<file path="config.mk">
export PLATFORM = sky130hd
export DESIGN_NAME = note_velocity_peak_meter
export DESIGN_NICKNAME = d
export VERILOG_FILES = /design/src/hdl/nvpm_pkg.sv /design/src/hdl/nvpm_ram.sv /design/src/hdl/nvpm_scan.sv /design/src/hdl/note_velocity_peak_meter.sv
export SDC_FILE = /design/constraint.sdc
export NUM_CORES = 1
export LEC_CHECK = 0
export BUFFER_PORTS_ARGS = -buffer_cell sky130_fd_sc_hd__buf_2
export CORE_UTILIZATION = 30
export DETAILED_ROUTE_END_ITERATION = 8
export MAX_ROUTING_LAYER = met4
export PLACE_DENSITY = 0.41
export SLEW_MARGIN = 20
export SYNTH_ARGS = -nofsm -noshare
export SYNTH_HDL_FRONTEND = slang
export SYNTH_SLANG_ARGS = --single-unit
</file>
<file path="constraint.sdc">
create_clock -name clk_i -period 4.3 [get_ports clk_i]
set_input_delay 0.215 -clock clk_i [delete_from_list [all_inputs] [get_ports clk_i]]
set_output_delay 0.215 -clock clk_i [all_outputs]
set_load 0.02 [all_outputs]
</file>
<file path="src/hdl/nvpm_pkg.sv">
// Shared types and constants of the note velocity peak meter.
`timescale 1ns / 1ps
`default_nettype none

package nvpm_pkg;

  localparam int unsigned NOTE_W             = 7;
  localparam int unsigned VEL_W              = 7;
  localparam int unsigned LEVEL_W            = 7;
  localparam int unsigned CFG_W              = 7;
  localparam int unsigned NOTE_COUNT_DEFAULT = 128;

  localparam logic [CFG_W-1:0] DECAY_STEP_RESET     = 7'd5;
  localparam logic [CFG_W-1:0] SNAP_THRESHOLD_RESET = 7'd10;

  typedef enum logic [1:0] {
    CMD_NOTE_ON  = 2'd0,
    CMD_NOTE_OFF = 2'd1,
    CMD_TICK     = 2'd2
  } cmd_e;

  typedef enum logic {
    CFG_DECAY_STEP     = 1'b0,
    CFG_SNAP_THRESHOLD = 1'b1
  } cfg_idx_e;

  typedef struct packed {
    logic [1:0]        command;
    logic [NOTE_W-1:0] note;
    logic [VEL_W-1:0]  velocity;
  } in_req_t;

  typedef struct packed {
    logic [NOTE_W-1:0]  peak_note;
    logic [VEL_W-1:0]   peak_velocity;
    logic [LEVEL_W-1:0] level;
    logic               redraw;
  } out_rsp_t;

  typedef struct packed {
    logic [CFG_W-1:0] decay_step;
    logic [CFG_W-1:0] snap_threshold;
  } cfg_t;

endpackage

`default_nettype wire

</file>
<file path="src/hdl/nvpm_ram.sv">
// Per-note velocity store: one write port, one registered read port.
`timescale 1ns / 1ps
`default_nettype none

module nvpm_ram #(
  parameter int unsigned NOTE_COUNT = nvpm_pkg::NOTE_COUNT_DEFAULT,
  parameter int unsigned IDX_W      = $clog2(NOTE_COUNT)
) (
  input  wire logic                       clk_i,
  input  wire logic                       we_i,
  input  wire logic [IDX_W-1:0]           waddr_i,
  input  wire logic [nvpm_pkg::VEL_W-1:0] wdata_i,
  input  wire logic                       re_i,
  input  wire logic [IDX_W-1:0]           raddr_i,
  output logic      [nvpm_pkg::VEL_W-1:0] rdata_o
);
  import nvpm_pkg::*;

  logic [VEL_W-1:0] mem [NOTE_COUNT];

  always_ff @(posedge clk_i) begin
    if (we_i) begin
      mem[waddr_i] <= wdata_i;
    end
  end

  always_ff @(posedge clk_i) begin
    if (re_i) begin
      rdata_o <= mem[raddr_i];
    end
  end

endmodule

`default_nettype wire

</file>
<file path="src/hdl/nvpm_scan.sv">
// Rescan sequencer: walks the store one read per cycle and keeps the lowest maximum.
`timescale 1ns / 1ps
`default_nettype none

module nvpm_scan #(
  parameter int unsigned NOTE_COUNT = nvpm_pkg::NOTE_COUNT_DEFAULT,
  parameter int unsigned IDX_W      = $clog2(NOTE_COUNT)
) (
  input  wire logic                       clk_i,
  input  wire logic                       rst_ni,
  input  wire logic                       start_i,
  output logic                            rd_en_o,
  output logic      [IDX_W-1:0]           rd_addr_o,
  input  wire logic [nvpm_pkg::VEL_W-1:0] rd_data_i,
  output logic                            busy_o,
  output logic                            done_o,
  output logic      [IDX_W-1:0]           best_idx_o,
  output logic      [nvpm_pkg::VEL_W-1:0] best_vel_o
);
  import nvpm_pkg::*;

  localparam logic [IDX_W-1:0] LAST_IDX = IDX_W'(NOTE_COUNT - 1);

  logic             issue_q, issue_d;
  logic [IDX_W-1:0] cnt_q, cnt_d;
  logic             dly_valid_q;
  logic [IDX_W-1:0] dly_idx_q;
  logic             done_q;
  logic [IDX_W-1:0] best_idx_q, best_idx_d;
  logic [VEL_W-1:0] best_vel_q, best_vel_d;

  always_comb begin
    issue_d    = issue_q;
    cnt_d      = cnt_q;
    best_idx_d = best_idx_q;
    best_vel_d = best_vel_q;
    if (start_i) begin
      issue_d    = 1'b1;
      cnt_d      = '0;
      best_idx_d = '0;
      best_vel_d = '0;
    end else begin
      if (issue_q) begin
        if (cnt_q == LAST_IDX) begin
          issue_d = 1'b0;
        end else begin
          cnt_d = cnt_q + 1'b1;
        end
      end
      // strict compare keeps the lowest note among equal maxima
      if (dly_valid_q && (rd_data_i > best_vel_q)) begin
        best_idx_d = dly_idx_q;
        best_vel_d = rd_data_i;
      end
    end
  end

  always_ff @(posedge clk_i or negedge rst_ni) begin
    if (!rst_ni) begin
      issue_q     <= 1'b0;
      cnt_q       <= '0;
      dly_valid_q <= 1'b0;
      done_q      <= 1'b0;
    end else begin
      issue_q     <= issue_d;
      cnt_q       <= cnt_d;
      dly_valid_q <= issue_q && !start_i;
      done_q      <= dly_valid_q && (dly_idx_q == LAST_IDX) && !start_i;
    end
  end

  always_ff @(posedge clk_i) begin
    dly_idx_q  <= cnt_q;
    best_idx_q <= best_idx_d;
    best_vel_q <= best_vel_d;
  end

  assign rd_en_o    = issue_q;
  assign rd_addr_o  = cnt_q;
  assign busy_o     = issue_q || dly_valid_q || done_q;
  assign done_o     = done_q;
  assign best_idx_o = best_idx_q;
  assign best_vel_o = best_vel_q;

endmodule

`default_nettype wire

</file>
<file path="src/hdl/note_velocity_peak_meter.sv">
// Top level of the note velocity peak meter: command decode, peak and level state.
//
//   channel | direction | handshake             | payload
//   --------+-----------+-----------------------+---------------------------------
//   cfg     | in        | cfg_we_i              | cfg_index_i, cfg_data_i
//   in      | in        | in_valid_i/in_ready_o | in_req_i (command, note, velocity)
//   out     | out       | out_valid_o/out_ready_i | out_rsp_o (peak, velocity, level, redraw)
//
// After reset the store is cleared one entry a cycle, with in_ready_o low until it is done.
// A request that needs no rescan passes through ST_DONE into the output register as soon
// as that register frees, and the block returns to idle for the next request.
// A rescan reads the store one note per cycle, then hands its result over through ST_DONE.
// The output register holds a result while the next request is taken; a second
// finished result waits in the state registers until the output register frees.
`timescale 1ns / 1ps
`default_nettype none

module note_velocity_peak_meter #(
  parameter int unsigned NOTE_COUNT = nvpm_pkg::NOTE_COUNT_DEFAULT
) (
  input  wire logic                       clk_i,
  input  wire logic                       rst_ni,
  input  wire logic                       cfg_we_i,
  input  wire logic                       cfg_index_i,
  input  wire logic [nvpm_pkg::CFG_W-1:0] cfg_data_i,
  input  wire logic                       in_valid_i,
  output logic                            in_ready_o,
  input  wire nvpm_pkg::in_req_t          in_req_i,
  output logic                            out_valid_o,
  input  wire logic                       out_ready_i,
  output nvpm_pkg::out_rsp_t              out_rsp_o
);
  import nvpm_pkg::*;

  localparam int unsigned      IDX_W    = $clog2(NOTE_COUNT);
  localparam logic [IDX_W-1:0] LAST_IDX = IDX_W'(NOTE_COUNT - 1);

  typedef enum logic [3:0] {
    ST_CLEAR = 4'b0001,
    ST_IDLE  = 4'b0010,
    ST_SCAN  = 4'b0100,
    ST_DONE  = 4'b1000
  } state_e;

  state_e           state_q, state_d;
  cfg_t             cfg_q;
  logic [IDX_W-1:0] clr_cnt_q, clr_cnt_d;
  logic [IDX_W-1:0] peak_q, peak_d;
  logic [VEL_W-1:0] peak_vel_q, peak_vel_d;
  logic [LEVEL_W-1:0] level_q, level_d;
  logic             redraw_q, redraw_d;
  logic             out_valid_q;
  out_rsp_t         out_rsp_q;

  logic             accept;
  logic             note_ok;
  logic [IDX_W-1:0] note_idx;
  logic             hit_peak;

  logic             ram_we;
  logic [IDX_W-1:0] ram_waddr;
  logic [VEL_W-1:0] ram_wdata;
  logic             ram_re;
  logic [IDX_W-1:0] ram_raddr;
  logic [VEL_W-1:0] ram_rdata;

  logic             scan_start;
  logic             scan_busy;
  logic             scan_done;
  logic [IDX_W-1:0] scan_idx;
  logic [VEL_W-1:0] scan_vel;
  logic             out_free;

  assign in_ready_o = (state_q == ST_IDLE);
  assign accept     = in_valid_i && in_ready_o;
  assign note_ok    = (32'(in_req_i.note) < NOTE_COUNT);
  assign note_idx   = IDX_W'(in_req_i.note);
  assign hit_peak   = note_ok && (note_idx == peak_q);
  assign out_free   = !out_valid_q || out_ready_i;

  // Configuration: plain register writes; the user must make them while idle, the block does not enforce it.
  always_ff @(posedge clk_i or negedge rst_ni) begin
    if (!rst_ni) begin
      cfg_q.decay_step     <= DECAY_STEP_RESET;
      cfg_q.snap_threshold <= SNAP_THRESHOLD_RESET;
    end else if (cfg_we_i) begin
      unique case (cfg_idx_e'(cfg_index_i))
        CFG_DECAY_STEP:     cfg_q.decay_step     <= cfg_data_i;
        CFG_SNAP_THRESHOLD: cfg_q.snap_threshold <= cfg_data_i;
        default:            cfg_q                <= cfg_q;
      endcase
    end
  end

  always_comb begin
    state_d    = state_q;
    clr_cnt_d  = clr_cnt_q;
    peak_d     = peak_q;
    peak_vel_d = peak_vel_q;
    level_d    = level_q;
    redraw_d   = redraw_q;
    ram_we     = 1'b0;
    ram_waddr  = note_idx;
    ram_wdata  = in_req_i.velocity;
    scan_start = 1'b0;

    unique case (state_q)
      ST_CLEAR: begin
        // sweep zeros through the store after reset
        ram_we    = 1'b1;
        ram_waddr = clr_cnt_q;
        ram_wdata = '0;
        if (clr_cnt_q == LAST_IDX) begin
          state_d = ST_IDLE;
        end else begin
          clr_cnt_d = clr_cnt_q + 1'b1;
        end
      end
      ST_IDLE: begin
        if (accept) begin
          state_d  = ST_DONE;
          redraw_d = 1'b0;
          unique case (cmd_e'(in_req_i.command))
            CMD_NOTE_ON: begin
              if (note_ok) begin
                ram_we  = 1'b1;
                level_d = in_req_i.velocity;
                if (hit_peak) begin
                  // the peak note was overwritten: find the peak again
                  scan_start = 1'b1;
                  redraw_d   = 1'b1;
                  state_d    = ST_SCAN;
                end else if (in_req_i.velocity > peak_vel_q) begin
                  peak_d     = note_idx;
                  peak_vel_d = in_req_i.velocity;
                  redraw_d   = 1'b1;
                end
              end
            end
            CMD_NOTE_OFF: begin
              if (note_ok) begin
                ram_we    = 1'b1;
                ram_wdata = '0;
                if (hit_peak) begin
                  scan_start = 1'b1;
                  redraw_d   = 1'b1;
                  state_d    = ST_SCAN;
                end
              end
            end
            CMD_TICK: begin
              if (level_q != '0) begin
                redraw_d = 1'b1;
                if ((level_q < cfg_q.snap_threshold) || (level_q < cfg_q.decay_step)) begin
                  level_d = '0;
                end else begin
                  level_d = level_q - cfg_q.decay_step;
                end
              end
            end
            default: begin
              // unused command: report state, no redraw
              redraw_d = 1'b0;
            end
          endcase
        end
      end
      ST_SCAN: begin
        if (scan_done) begin
          peak_d     = scan_idx;
          peak_vel_d = scan_vel;
          state_d    = ST_DONE;
        end
      end
      ST_DONE: begin
        // hand the result over once the output register frees
        if (out_free) begin
          state_d = ST_IDLE;
        end
      end
      default: begin
        state_d = ST_IDLE;
      end
    endcase
  end

  always_ff @(posedge clk_i or negedge rst_ni) begin
    if (!rst_ni) begin
      state_q     <= ST_CLEAR;
      clr_cnt_q   <= '0;
      peak_q      <= '0;
      peak_vel_q  <= '0;
      level_q     <= '0;
      redraw_q    <= 1'b0;
      out_valid_q <= 1'b0;
    end else begin
      state_q    <= state_d;
      clr_cnt_q  <= clr_cnt_d;
      peak_q     <= peak_d;
      peak_vel_q <= peak_vel_d;
      level_q    <= level_d;
      redraw_q   <= redraw_d;
      if ((state_q == ST_DONE) && out_free) begin
        out_valid_q <= 1'b1;
      end else if (out_ready_i) begin
        out_valid_q <= 1'b0;
      end
    end
  end

  always_ff @(posedge clk_i) begin
    if ((state_q == ST_DONE) && out_free) begin
      out_rsp_q.peak_note     <= NOTE_W'(peak_q);
      out_rsp_q.peak_velocity <= peak_vel_q;
      out_rsp_q.level         <= level_q;
      out_rsp_q.redraw        <= redraw_q;
    end
  end

  assign out_valid_o = out_valid_q;
  assign out_rsp_o   = out_rsp_q;

  nvpm_ram #(
    .NOTE_COUNT (NOTE_COUNT),
    .IDX_W      (IDX_W)
  ) u_ram (
    .clk_i   (clk_i),
    .we_i    (ram_we),
    .waddr_i (ram_waddr),
    .wdata_i (ram_wdata),
    .re_i    (ram_re),
    .raddr_i (ram_raddr),
    .rdata_o (ram_rdata)
  );

  nvpm_scan #(
    .NOTE_COUNT (NOTE_COUNT),
    .IDX_W      (IDX_W)
  ) u_scan (
    .clk_i      (clk_i),
    .rst_ni     (rst_ni),
    .start_i    (scan_start),
    .rd_en_o    (ram_re),
    .rd_addr_o  (ram_raddr),
    .rd_data_i  (ram_rdata),
    .busy_o     (scan_busy),
    .done_o     (scan_done),
    .best_idx_o (scan_idx),
    .best_vel_o (scan_vel)
  );

`ifndef SYNTH
  // no request is taken while a rescan walks the store
  a_no_accept_in_scan: assert property (@(posedge clk_i) disable iff (!rst_ni)
    scan_busy |-> !in_ready_o)
    else $error("request accepted during rescan");

  // a finished rescan always moves on to result handoff
  a_scan_done_to_done: assert property (@(posedge clk_i) disable iff (!rst_ni)
    (state_q == ST_SCAN) && scan_done |=> (state_q == ST_DONE))
    else $error("rescan finished without result handoff");

  // a tick on a zero level changes nothing
  a_tick_zero_quiet: assert property (@(posedge clk_i) disable iff (!rst_ni)
    accept && (in_req_i.command == CMD_TICK) && (level_q == '0) |=>
      !redraw_q && (level_q == '0))
    else $error("tick at zero level changed the meter");

  // a note-on in range loads its velocity into the level
  a_note_on_level: assert property (@(posedge clk_i) disable iff (!rst_ni)
    accept && (in_req_i.command == CMD_NOTE_ON) && note_ok |=>
      (level_q == $past(in_req_i.velocity)))
    else $error("note-on did not load the level");
`endif

endmodule

`default_nettype wire

</file>
### Word level (Yosys, flattened, before mapping)

Memory sizes are Yosys's and may differ from the RTL's. A register that Yosys moved wholly into a read port is not among the register bits.
Cells that the tools add are included.

* add/sub/neg operators: 3
* equality and inequality tests: 19
* mux-type cells: 47
* bitwise logic cells: 2
* magnitude comparators: 4
* reduce and logical (&&, ||, !) cells: 25

Operator list (number)
* $mux 7: 18
* $pmux 7 s2: 4
* $mux 4: 6
* $eq 7x7->1 const B: 3
* $mux 1: 16
* $pmux 4 s4: 1
* $add 7x1->7 const B: 2
* $gt 7x7->1: 2
* $lt 7x7->1: 2
* $ne 2x1->1 const B: 5
* $reduce_and 2->1: 5
* $ne 2x2->1 const B: 4
* $reduce_and 4->1: 2
* $reduce_bool 2->1: 4
* $eq 7x7->1: 1
* $reduce_bool 7->1: 1
* $sub 7x7->7: 1
* $logic_and 1x1->1: 6
* $reduce_and 6->1: 1
* $eq 4x1->1 const B: 1
* $eq 4x2->1 const B: 1
* $eq 4x3->1 const B: 1
* $eq 4x4->1 const B: 1
* $pmux 1 s3: 1
* other kinds (8): 11

* output and inout bits: 24
* word-level logic and storage cells: 121
* memory bits (writable): 896
* bits in registers: 101
* memories: 1

Memory list
* u_ram.mem: depth 128, bits a word 7, rd ports 1, clocked after memory_dff 1, write ports 1, line nvpm_ram.sv:19 `logic [VEL_W-1:0] mem [NOTE_COUNT];`

### Longest topological paths before layout

Gate-level depths: netlist (run 1).

* depth after elaboration: 7
* gate-level depth with buffers: 10

### Cells and area by module

A second synthesis (run 1) with hierarchy kept.

* cells, all modules: 1996
* area total of the unflattened synthesis: 40373.7 um^2

Modules (own cells, without submodules)
* nvpm_ram: instances 1, area an instance 34877.2 um^2, cells an instance 1453, seq. area each 27116.0 um^2
* note_velocity_peak_meter: instances 1, area an instance 4098.9 um^2, cells an instance 405, seq. area each 1868.0 um^2
* nvpm_scan: instances 1, area an instance 1397.6 um^2, cells an instance 138, seq. area each 670.6 um^2

### Worst setup path before layout (run 1)

Ideal clock, no wire load.

* path type: reg-to-reg
* start point: reg state_q[0]
* end point: mem u_ram.mem[0][0], data pin
* buffers on the path: 0
* data arrival time: 2887 ps
* stages on the path, launching flop included: 6
* slack: 879 ps
* clock period less this slack: 3421 ps
* cell sequence: dfstp_2 > nor4b_4 > nand2_1 > nor2_1 > a21oi_1 > and2_1

* word-level cells in the longest chain between the ends: 4

Ends and longest elaborated chain
* start, declared: line note_velocity_peak_meter.sv:45 `state_e state_q, state_d;`
* start signal, assigned: line note_velocity_peak_meter.sv:197 `state_q <= state_d;`
* $eq 4x2->1 (*): line note_velocity_peak_meter.sv:74 `assign in_ready_o = (state_q == ST_IDLE);`
* via in_ready_o: line note_velocity_peak_meter.sv:27 `output logic in_ready_o,`
* $logic_and 1x1->1: line note_velocity_peak_meter.sv:75 `assign accept = in_valid_i && in_ready_o;`
* $mux 7: line note_velocity_peak_meter.sv:120 `if (accept) begin`
* $pmux 7 s2 (*): line note_velocity_peak_meter.sv:107 `unique case (state_q)`
* via ram_wdata[0]: line note_velocity_peak_meter.sv:62 `logic [VEL_W-1:0] ram_wdata;`
* end, declared: line nvpm_ram.sv:19

Mark *: on every way through the listed nets, which the timed path passes. The rest lies on a longest branch.

### Worst setup path in the final report (run 1)

* start point: reg state_q[3]
* end point: mem u_ram.mem[72][4], enable pin

* word-level cells in the longest chain between the ends: 6

Ends and longest elaborated chain
* $eq 4x2->1: line note_velocity_peak_meter.sv:74, note_velocity_peak_meter.sv:107
* $logic_and 1x1->1: line note_velocity_peak_meter.sv:75
* $mux 1: line note_velocity_peak_meter.sv:120
* $pmux 1 s2: line note_velocity_peak_meter.sv:107
* $mux 1: line nvpm_ram.sv:22 `if (we_i) begin`
* $mux 1 (not written as such): line nvpm_ram.sv:23 `mem[waddr_i] <= wdata_i;`

Several ways; a longest one is shown, not always the timed one.

==> results.ini, run 1 <==
[status]
status = complete, no violations

[floorplanning]
fp-row-count = 134
die_width_um = 368.3
core_area_um2 = 133300
die-area_um2 = 135600
chipHeight_um = 368.3
io_pins = 53
start_util_pct = 30.20

[timing]
setup-tns-final_ps = 0
hold_viol = 0
fmax_mhz = 289.9
fin_crit_ps = 3449
setup-violations-final = 0
rsz0062_at_grt = no
worstMarginPinSlew_ps = 1052
slew_violations = 0
slew_headroom_pct = 29.75
worst_slack_ps = 851.0
finalCritPeriodShare_pct = 80.21
skew_ps = 22.82

[placed_design]
gp_congestion = 0.8343
place_ws_ps = 902.5
dpl_cell_area_um2 = 43260
dp_hpwl_mm = 72.82
port_buffers = 52
dp_cells = 4000

[logic_synthesis]
synth-edff-count = 925
yosysUniqueCellTypes = 68
ys.flop_type = edfxtp_1
synth_area_per_cell_um2 = 18.51
synth_cells = 2174
syn_nets = 2233
synthArstFlopShare_pct = 5.777
synth_sequential_area_ratio_pct = 73.67
synth-seq-cells = 1004
yosys_warnings = 0
syn-cell-area_um2 = 40250

[pwr]
max-vdd-ir-drop_v = 0.0003376
p_leak_uw = 0.01597
powerDensity_nw_per_um2 = 582.5

[clock_network]
ctsHtreeMaxLevel = 3
clock_latency_ps = 700
clock_path_buffers = 3
cts_tree = yes
cts-root-buf = clkbuf_16
cts.sinks = 1004
cts.clk_slew.worst_paths_ps = 60
cts_made_buffers = 109

[setup_path]
rr_endpoint = u_ram.mem[72][4]
crit_type = reg -> reg
rrSetupSlack_ps = 850
cp-start-kind = register
rr_worst_depth = 6
crit_required_ps = 4610
end_kind = register
cp-endpoint = u_ram.mem[72][4]
cp_data_arrival_time_ps = 3760
rr_startpoint = state_q[3]
crit_fanout = 15
crit_start = state_q[3]

[global_routing]
grt-ovfl-total = 0
grt_max_degree = 129
grt_first_pass_wirelength_mm = 161.2
grt_usage_pct = 16.95
antenna_found_initial = 5
grt_pass1_vias = 21975

[route]
drt_wl_total_mm = 111.7
wire_per_inst_um = 26.38
wl_met2_mm = 53.22
drt.antenna.violating_nets = 0
drtIter0Drc = 1738
firstDrtPassIters = 5
wl_met3_mm = 5.233
vias = 20985
drc = 0
wl_met1_mm = 51.40
top_layer = met4
via_per_inst = 4.955

[layout]
drive_gt1_share_pct = 23.58
final_area_um2 = 47110
syn_to_final_growth_pct = 17.03
nets = 2432
final_cells = 4235

[run]
max-cap-violations = 0

[worst_hold_path]
min_path_type = in -> reg

==> per-layer routing <==
metal / vias up / GRT usage, %
li1: 9108 / -
met1: 11220 / 23.35
met2: 537 / 26.54
met3: 120 / 2.407
met4: 0 / 3.902
met5: - / -
==> cells in the mapped netlist (5+ instances only) <==
master | instances | area, um^2
nor2_1 | 169 | 634.4
edfxtp_1 | 925 | 27780
buf_1 | 11 | 41.29
nand3_1 | 30 | 150.1
nor2b_1 | 8 | 50.05
inv_1 | 55 | 206.5
a21oi_1 | 44 | 220.2
clkbuf_1 | 38 | 142.6
mux2_2 | 11 | 123.9
a22o_1 | 9 | 78.83
mux4_2 | 203 | 4572
dfrtp_1 | 53 | 1326
dfstp_2 | 5 | 131.4
buf_6 | 8 | 90.09
ha_1 | 29 | 362.9
dfxtp_1 | 21 | 420.4
a21o_1 | 7 | 52.55
buf_2 | 38 | 190.2
o21ai_0 | 45 | 225.2
and2_1 | 11 | 68.82
nand2_1 | 107 | 401.6
nor4_1 | 16 | 100.1
xnor2_1 | 17 | 148.9
a221oi_1 | 16 | 140.1
nand3b_1 | 7 | 52.55
o2bb2ai_1 | 8 | 70.07
nor3_1 | 7 | 35.03
o211ai_1 | 17 | 127.6
o22ai_1 | 10 | 62.56
and3_1 | 5 | 31.28
buf_4 | 17 | 127.6
nand2b_1 | 6 | 37.54
nand4_1 | 8 | 50.05
a22oi_1 | 38 | 285.3
o31ai_1 | 9 | 67.56
mux2i_1 | 115 | 1151
==> cells by family after synthesis <==
kind of cell | Yosys count | share of synthesized area [%]
AO/OA/AOI/OAI | 226 | 3.842
XOR/XNOR | 21 | 0.4569
adder cells (fa/ha/maj) | 30 | 0.9512
buffers and inverters | 168 | 1.993
flip-flops | 1004 | 73.67
multiplexers | 329 | 14.53
AND/OR/NAND/NOR | 396 | 4.557
==> worst max-delay path, stage by stage (launching register included) <==
cell	delay [ps]
dfrtp_1	480
nor4b_4	430
nand2_1	450
o21ai_4	500
and2_1	210
nand2_1	260
nor2_1	730
==> sequential cells by signal (all words and copies together), names as in the netlist, 7 cells and up <==
signal / count
u_scan.best_idx_o: 7
u_scan.dly_idx_q: 7
peak_vel_q: 7
cfg_q: 14
u_ram.mem: 896
u_scan.best_vel_o: 7
u_ram.rdata_o: 7
level_q: 7
peak_q: 7
u_scan.rd_addr_o: 7
clr_cnt_q: 7
out_rsp_o: 22
==> layout make-up <==
type                       instances  area, um^2
clock buffer                     142        2935
inverter                          56       210.2
clock inverter                    60       601.8
fill                           12538       86190
antenna                            3       7.507
tap                             1768        2212
multi-input combinational       1002        9828
timing repair buffer             200        1647
sequential                      1004       29660
==> timing repair <==
item / CTS / global route
buffers inserted: 0 / 0
hold endpoints to repair: 61 / 0
hold buffers: 30 / 0
resized for setup: 0 / 0
==> metrics by stage <==
step	util (%)	total power, uW	hold slack, ps
2_1_floorplan	-	15830	-80.59
3_3_place_gp	32.46	18450	383.0
3_5_place_dp	32.46	18470	403.3
4_1_cts	35.33	27870	7.850
5_1_grt	35.34	28540	56.78
6_report	35.34	27440	39.72
==> cells in the final DEF, fill, tap and decap left out, types with 8 or more instances in the layout <==
cell           netlist  routed
buf_2               38      52
bufinv_16            0      11
mux2_2              11      11
edfxtp_1           925     925
ha_1                29      29
o22ai_1             10      10
a21oi_1             44      44
inv_1               55      54
nor4_1              16      16
nand4_1              8       8
o31ai_1              9       9
dlygate4sd3_1        0      30
a221oi_1            16      16
mux2i_1            115     115
buf_12               0      16
buf_4               17     102
o21ai_0             45      45
nor2_1             169     169
a22o_1               9       9
clkbuf_1            38      28
xnor2_1             17      17
nand3_1             30      30
dfrtp_1             53      50
o211ai_1            17      17
mux4_2             203     203
o2bb2ai_1            8       8
clkbuf_16            0     112
nand2_1            107     107
dfxtp_1             21      21
clkinv_1             1      20
clkinv_2             0      17
a22oi_1             38      38
==> where the power goes <==
group / internal, uW / switching, uW
clock: 5460 / 3860
combinational: 2710 / 3950
sequential: 11100 / 339
==> worst min-delay path by stage <==
stage	startpoint	to	slack (ps)	cells after the start
6_report	in_req_i[5]	peak_vel_q[5]	40	4
3_3_place_gp	rst_ni	cfg_q[8]	380	1
4_1_cts	cfg_index_i	cfg_q[11]	8	3
2_1_floorplan	rst_ni	cfg_q[0]	-80	0
5_1_grt	in_req_i[5]	peak_vel_q[5]	60	4
3_5_place_dp	rst_ni	cfg_q[0]	400	1
(Power assumes the default switching activity.)
==> run 2: changes to the inputs <==
==> constraint.sdc (replaced) <==
create_clock -name clk_i -period 3.61 [get_ports clk_i]
set_input_delay 0.1805 -clock clk_i [delete_from_list [all_inputs] [get_ports clk_i]]
set_output_delay 0.1805 -clock clk_i [all_outputs]
set_load 0.02 [all_outputs]
==> run 2 against run 1 <==
Compared with the run above: final cell count is 2.9% higher; die area stayed put; sequential share of layout area is 1.4 points lower; largest cell class unchanged; clock power is 21% higher; sequential cell count stayed put; critical path depth stayed put; combinational power is 19% higher; critical path type unchanged; critical endpoint is now u_ram.mem[58][4]; first-iteration DRC count is 8.4% lower; worst setup slack worse by 530 ps; highest routed layer unchanged.
==> results.ini, run 2 (synthesis gave the netlist of run 1 again) <==
[pwr]
power_switching_uw = 9669
max-vdd-ir-drop_v = 0.0003773
internal_power_uw = 23250
p_leak_uw = 0.01671
powerDensity_nw_per_um2 = 682.9
clkPwrFrac_pct = 34.3
seqPwrFrac_pct = 41.6
swShare_pct = 29.38
p_comb_share_pct = 24.1

[timing]
skew_ps = 34.21
fmax_mhz = 304.2
finalCritPeriodShare_pct = 91.05
setup-violations-final = 0
fin_crit_ps = 3287
hold_slack_ps = 46.86
slew_headroom_pct = 40.20
hold_viol = 0
worstMarginPinSlew_ps = 897.0
rsz0062_at_grt = no
slew_violations = 0
setup-tns-final_ps = 0

[clock_network]
ctsResizeCount = 0
cts-root-buf = clkbuf_16
cts.clk_slew.worst_paths_ps = 60
cts_tree = yes
post-cts-setup-buffers = 0
cts_hold_buf = 34
ctsHtreeMaxLevel = 3
clock_latency_ps = 710
cts.sinks = 1004
cts_made_buffers = 111
clock_path_buffers = 3

[setup_path]
crit_fanout = 10
rrSetupSlack_ps = 320
cp-start-kind = register
end_kind = register
crit_required_ps = 4010
cp_data_arrival_time_ps = 3690
rr_worst_depth = 6
crit_type = reg -> reg
rr_startpoint = state_q[0]
rr_endpoint = u_ram.mem[58][4]

[global_routing]
grt_pass1_vias = 22286
grt_usage_pct = 17.10
grt_first_pass_wirelength_mm = 162.1
antenna_found_initial = 3
grt-ovfl-total = 0
grt_max_degree = 73

[floorplanning]
die_width_um = 368.3
die-area_um2 = 135600
start_util_pct = 30.20
chipHeight_um = 368.3
io_pins = 53
core_area_um2 = 133300
fp-row-count = 134

[layout]
final_util_pct = 36.16
nets = 2553
largest_reg_flops = 896
final_common_cell = edfxtp_1
top_register = u_ram.mem
fillers = 12439
final_cell_mix = edfxtp_1 (925), buf_4 (210), mux4_2 (203)
syn_to_final_growth_pct = 19.74
drive_gt1_share_pct = 27.19
diodes = 0

[route]
firstDrtPassIters = 5
wire_per_inst_um = 25.86
drt_wl_total_mm = 112.7
drtIter0Drc = 1592
vias = 21276
drc = 0
drt.antenna.violating_nets = 0
via_per_inst = 4.883

[placed_design]
gp_congestion = 0.8272
dp_hpwl_mm = 73.38
port_buffers = 52

[status]
status = complete, no violations

[worst_hold_path]
min_path_type = in -> async

[run]
max-cap-violations = 0

[run 2: final cells by class]
cell class	count	area (um^2)	share of cell area, %
clock buffer	134	2937	6.093
clock inverter	74	709.4	1.472
inverter	56	210.2	0.4361
multi-input combinational	1002	9828	20.39
sequential	1004	29660	61.55
tap	1768	2212	4.590
timing repair buffer	319	2638	5.472
[run 2: worst max-delay path by stage]
| stage | from | to | depth (start not counted) |
|---|---|---|---|
| floorplan | state_q[0] | u_ram.mem[0][0] | 5 |
| global placement | u_scan.rd_addr_o[0] | u_ram.rdata_o[4] | 6 |
| detailed placement | state_q[0] | u_ram.mem[58][1] | 6 |
| CTS | state_q[0] | u_ram.mem[58][2] | 6 |
| global route | state_q[0] | u_ram.mem[124][2] | 5 |
| finish | state_q[0] | u_ram.mem[58][4] | 6 |
[run 2: stage by stage]
stage / area (um^2) / setup WS, ps / cells / total power (uW)
2_1_floorplan: 40250 / 189.1 / 2174 / 18860
3_3_place_gp: 44210 / 394.3 / 4115 / 21970
3_5_place_dp: 44210 / 388.0 / 4115 / 22020
4_1_cts: 48200 / 370.4 / 4357 / 33410
5_1_grt: 48200 / 170.3 / 4357 / 34220
6_report: 48200 / 322.9 / 4357 / 32920
[run 2: per-layer routing]
| layer | up-vias | track usage [%] | wire [um] |
|---|---|---|---|
| met5 | - | - | 0 |
| met4 | 0 | 4.373 | 2681 |
| met3 | 156 | 2.364 | 4257 |
| met2 | 478 | 26.60 | 53040 |
| met1 | 11297 | 23.55 | 52680 |
| li1 | 9345 | - | - |
[run 2: power groups by stage]
stage | Sequential (uW) | Clock (uW) | Combinational [uW]
2_1_floorplan | 13800 | 0 | 5100
3_3_place_gp | 13900 | 0 | 8050
3_5_place_dp | 13900 | 0 | 8080
4_1_cts | 13700 | 11600 | 8130
5_1_grt | 13700 | 12000 | 8510
6_report | 13700 | 11300 | 7940
[run 2: critical path, cell delays in order, from the launching register on]
cell and delay, ps:
dfstp_2 600, or4b_1 720, o21ai_0 660, buf_4 260, nand2_1 340, nor2_1 210, buf_4 200
==> run 3: changes to the inputs <==
==> constraint.sdc (replaced) <==
create_clock -name clk_i -period 3.3 [get_ports clk_i]
set_input_delay 0.165 -clock clk_i [delete_from_list [all_inputs] [get_ports clk_i]]
set_output_delay 0.165 -clock clk_i [all_outputs]
set_load 0.02 [all_outputs]
==> run 3 against run 2 <==
Compared with the run above: utilization is 0.26 points higher; critical path depth is 1 lower; critical path type unchanged; final cell count is 0.50% higher; sequential power is 9% higher.
==> results.ini, run 3 (synthesis gave the netlist of run 1 again) <==
[floorplanning]
start_util_pct = 30.20
io_pins = 53
die_width_um = 368.3
core_area_um2 = 133300
die-area_um2 = 135600
fp-row-count = 134
chipHeight_um = 368.3

[pwr]
swShare_pct = 29.02
seqPwrFrac_pct = 41.1
max-vdd-ir-drop_v = 0.0004678
powerDensity_nw_per_um2 = 748.0
p_leak_uw = 0.01689
power_switching_uw = 10540
clkPwrFrac_pct = 34.5
p_comb_share_pct = 24.4
internal_power_uw = 25770

[layout]
largest_reg_flops = 896
drive_gt1_share_pct = 28.08
nets = 2574
final_common_cell = edfxtp_1
fillers = 12351
final_cell_mix = edfxtp_1 (925), buf_4 (222), mux4_2 (203)
syn_to_final_growth_pct = 20.60
final_area_um2 = 48540
final_cells = 4379
top_register = u_ram.mem

[setup_path]
crit_type = reg -> reg
cp-start-kind = register
crit_fanout = 32
crit_required_ps = 3720
cp_data_arrival_time_ps = 3630
end_kind = register

[route]
vias = 21351
firstDrtPassIters = 8
drt_wl_total_mm = 111.9
wire_per_inst_um = 25.55
via_per_inst = 4.876
drtIter0Drc = 1780
drt.antenna.violating_nets = 0
drc = 0

[placed_design]
dp_hpwl_mm = 72.93
dpl_cell_area_um2 = 44490
dp_cells = 4136
gp_congestion = 0.8059
port_buffers = 52

[global_routing]
grt-ovfl-total = 0
grt_max_degree = 101
grt_pass1_vias = 22391
antenna_found_initial = 5
grt_usage_pct = 17.00
grt_first_pass_wirelength_mm = 161.0

[timing]
setup-tns-final_ps = 0
setup-violations-final = 0
skew_ps = 24.02
slew_violations = 0
worstMarginPinSlew_ps = 907.9
slew_headroom_pct = 39.34
hold_slack_ps = 60.84
hold_viol = 0
fmax_mhz = 311.3
rsz0062_at_grt = no
fin_crit_ps = 3212
finalCritPeriodShare_pct = 97.35

[clock_network]
cts.clk_slew.worst_paths_ps = 60
cts.sinks = 1004
cts-root-buf = clkbuf_16
clock_latency_ps = 720
cts_tree = yes
clock_path_buffers = 3
post-cts-setup-buffers = 0
ctsHtreeMaxLevel = 3
cts_made_buffers = 108

[worst_hold_path]
min_path_type = in -> async

[run]
max-cap-violations = 0

[status]
status = complete, no violations

==> run 3: worst paths after layout <==
kind	to	depth (start not counted)	start	slack, ps
setup / recovery	u_ram.rdata_o[5]	5	u_scan.rd_addr_o[0]	90
hold / removal	level_q[1]	2	rst_ni	60
setup reg to reg	u_ram.rdata_o[5]	5	u_scan.rd_addr_o[0]	90
hold reg to reg	out_rsp_o[14]	0	peak_vel_q[6]	450
max in group asynchronous	state_q[0]	3	rst_ni	2400
min in group clk_i	peak_q[5]	4	in_req_i[12]	70
==> run 3: timing repair <==
item,in CTS,in global routing
hold endpoints to repair,92,0
endpoints found under the setup margin,2,0
gates resized for setup,2,0
hold buffers,37,0
==> run 3: area by class of cell <==
cell class / instances / area [um^2] / area share (%)
Clock inverter: 72 / 797.0 / 1.642
Sequential cell: 1004 / 29660 / 61.11
Tap cell: 1768 / 2212 / 4.557
Timing Repair Buffer: 343 / 2938 / 6.052
Antenna cell: 1 / 2.502 / 0.005155
Clock buffer: 133 / 2879 / 5.931
Inverter: 56 / 210.2 / 0.4330
Multi-Input combinational cell: 1002 / 9841 / 20.27
==> run 3: metal layers <==
layer	vias up	wire length [um]	global-route usage [%]
li1	9403	-	-
met1	11221	51830	23.29
met2	552	50990	25.40
met3	175	5608	2.826
met4	0	3463	6.208
met5	-	0	-
==> run 3: critical path, stage by stage, from the launching register on <==
cell	delay, ps
dfrtp_4	660
buf_12	320
mux4_2	570
mux4_2	560
o21ai_0	600
a22oi_1	170
==> run 3: power by group through the flow <==
stage	combinational (uW)	sequential, uW	clock (uW)
floorplan	5580	15000	0
global placement	8960	15200	0
detailed placement	8990	15200	0
CTS	9050	14900	12900
global route	9480	15000	13300
finish	8870	14900	12500
==> run 3: metrics by stage <==
stage               setup WS, ps  total power, uW  utilization [%]
floorplan                  709.2            20610                -
global placement           1.324            24140            33.38
detailed placement        -24.03            24180            33.38
CTS                        4.617            36850            36.42
global route               4.865            37760            36.42
finish                     87.61            36310            36.42
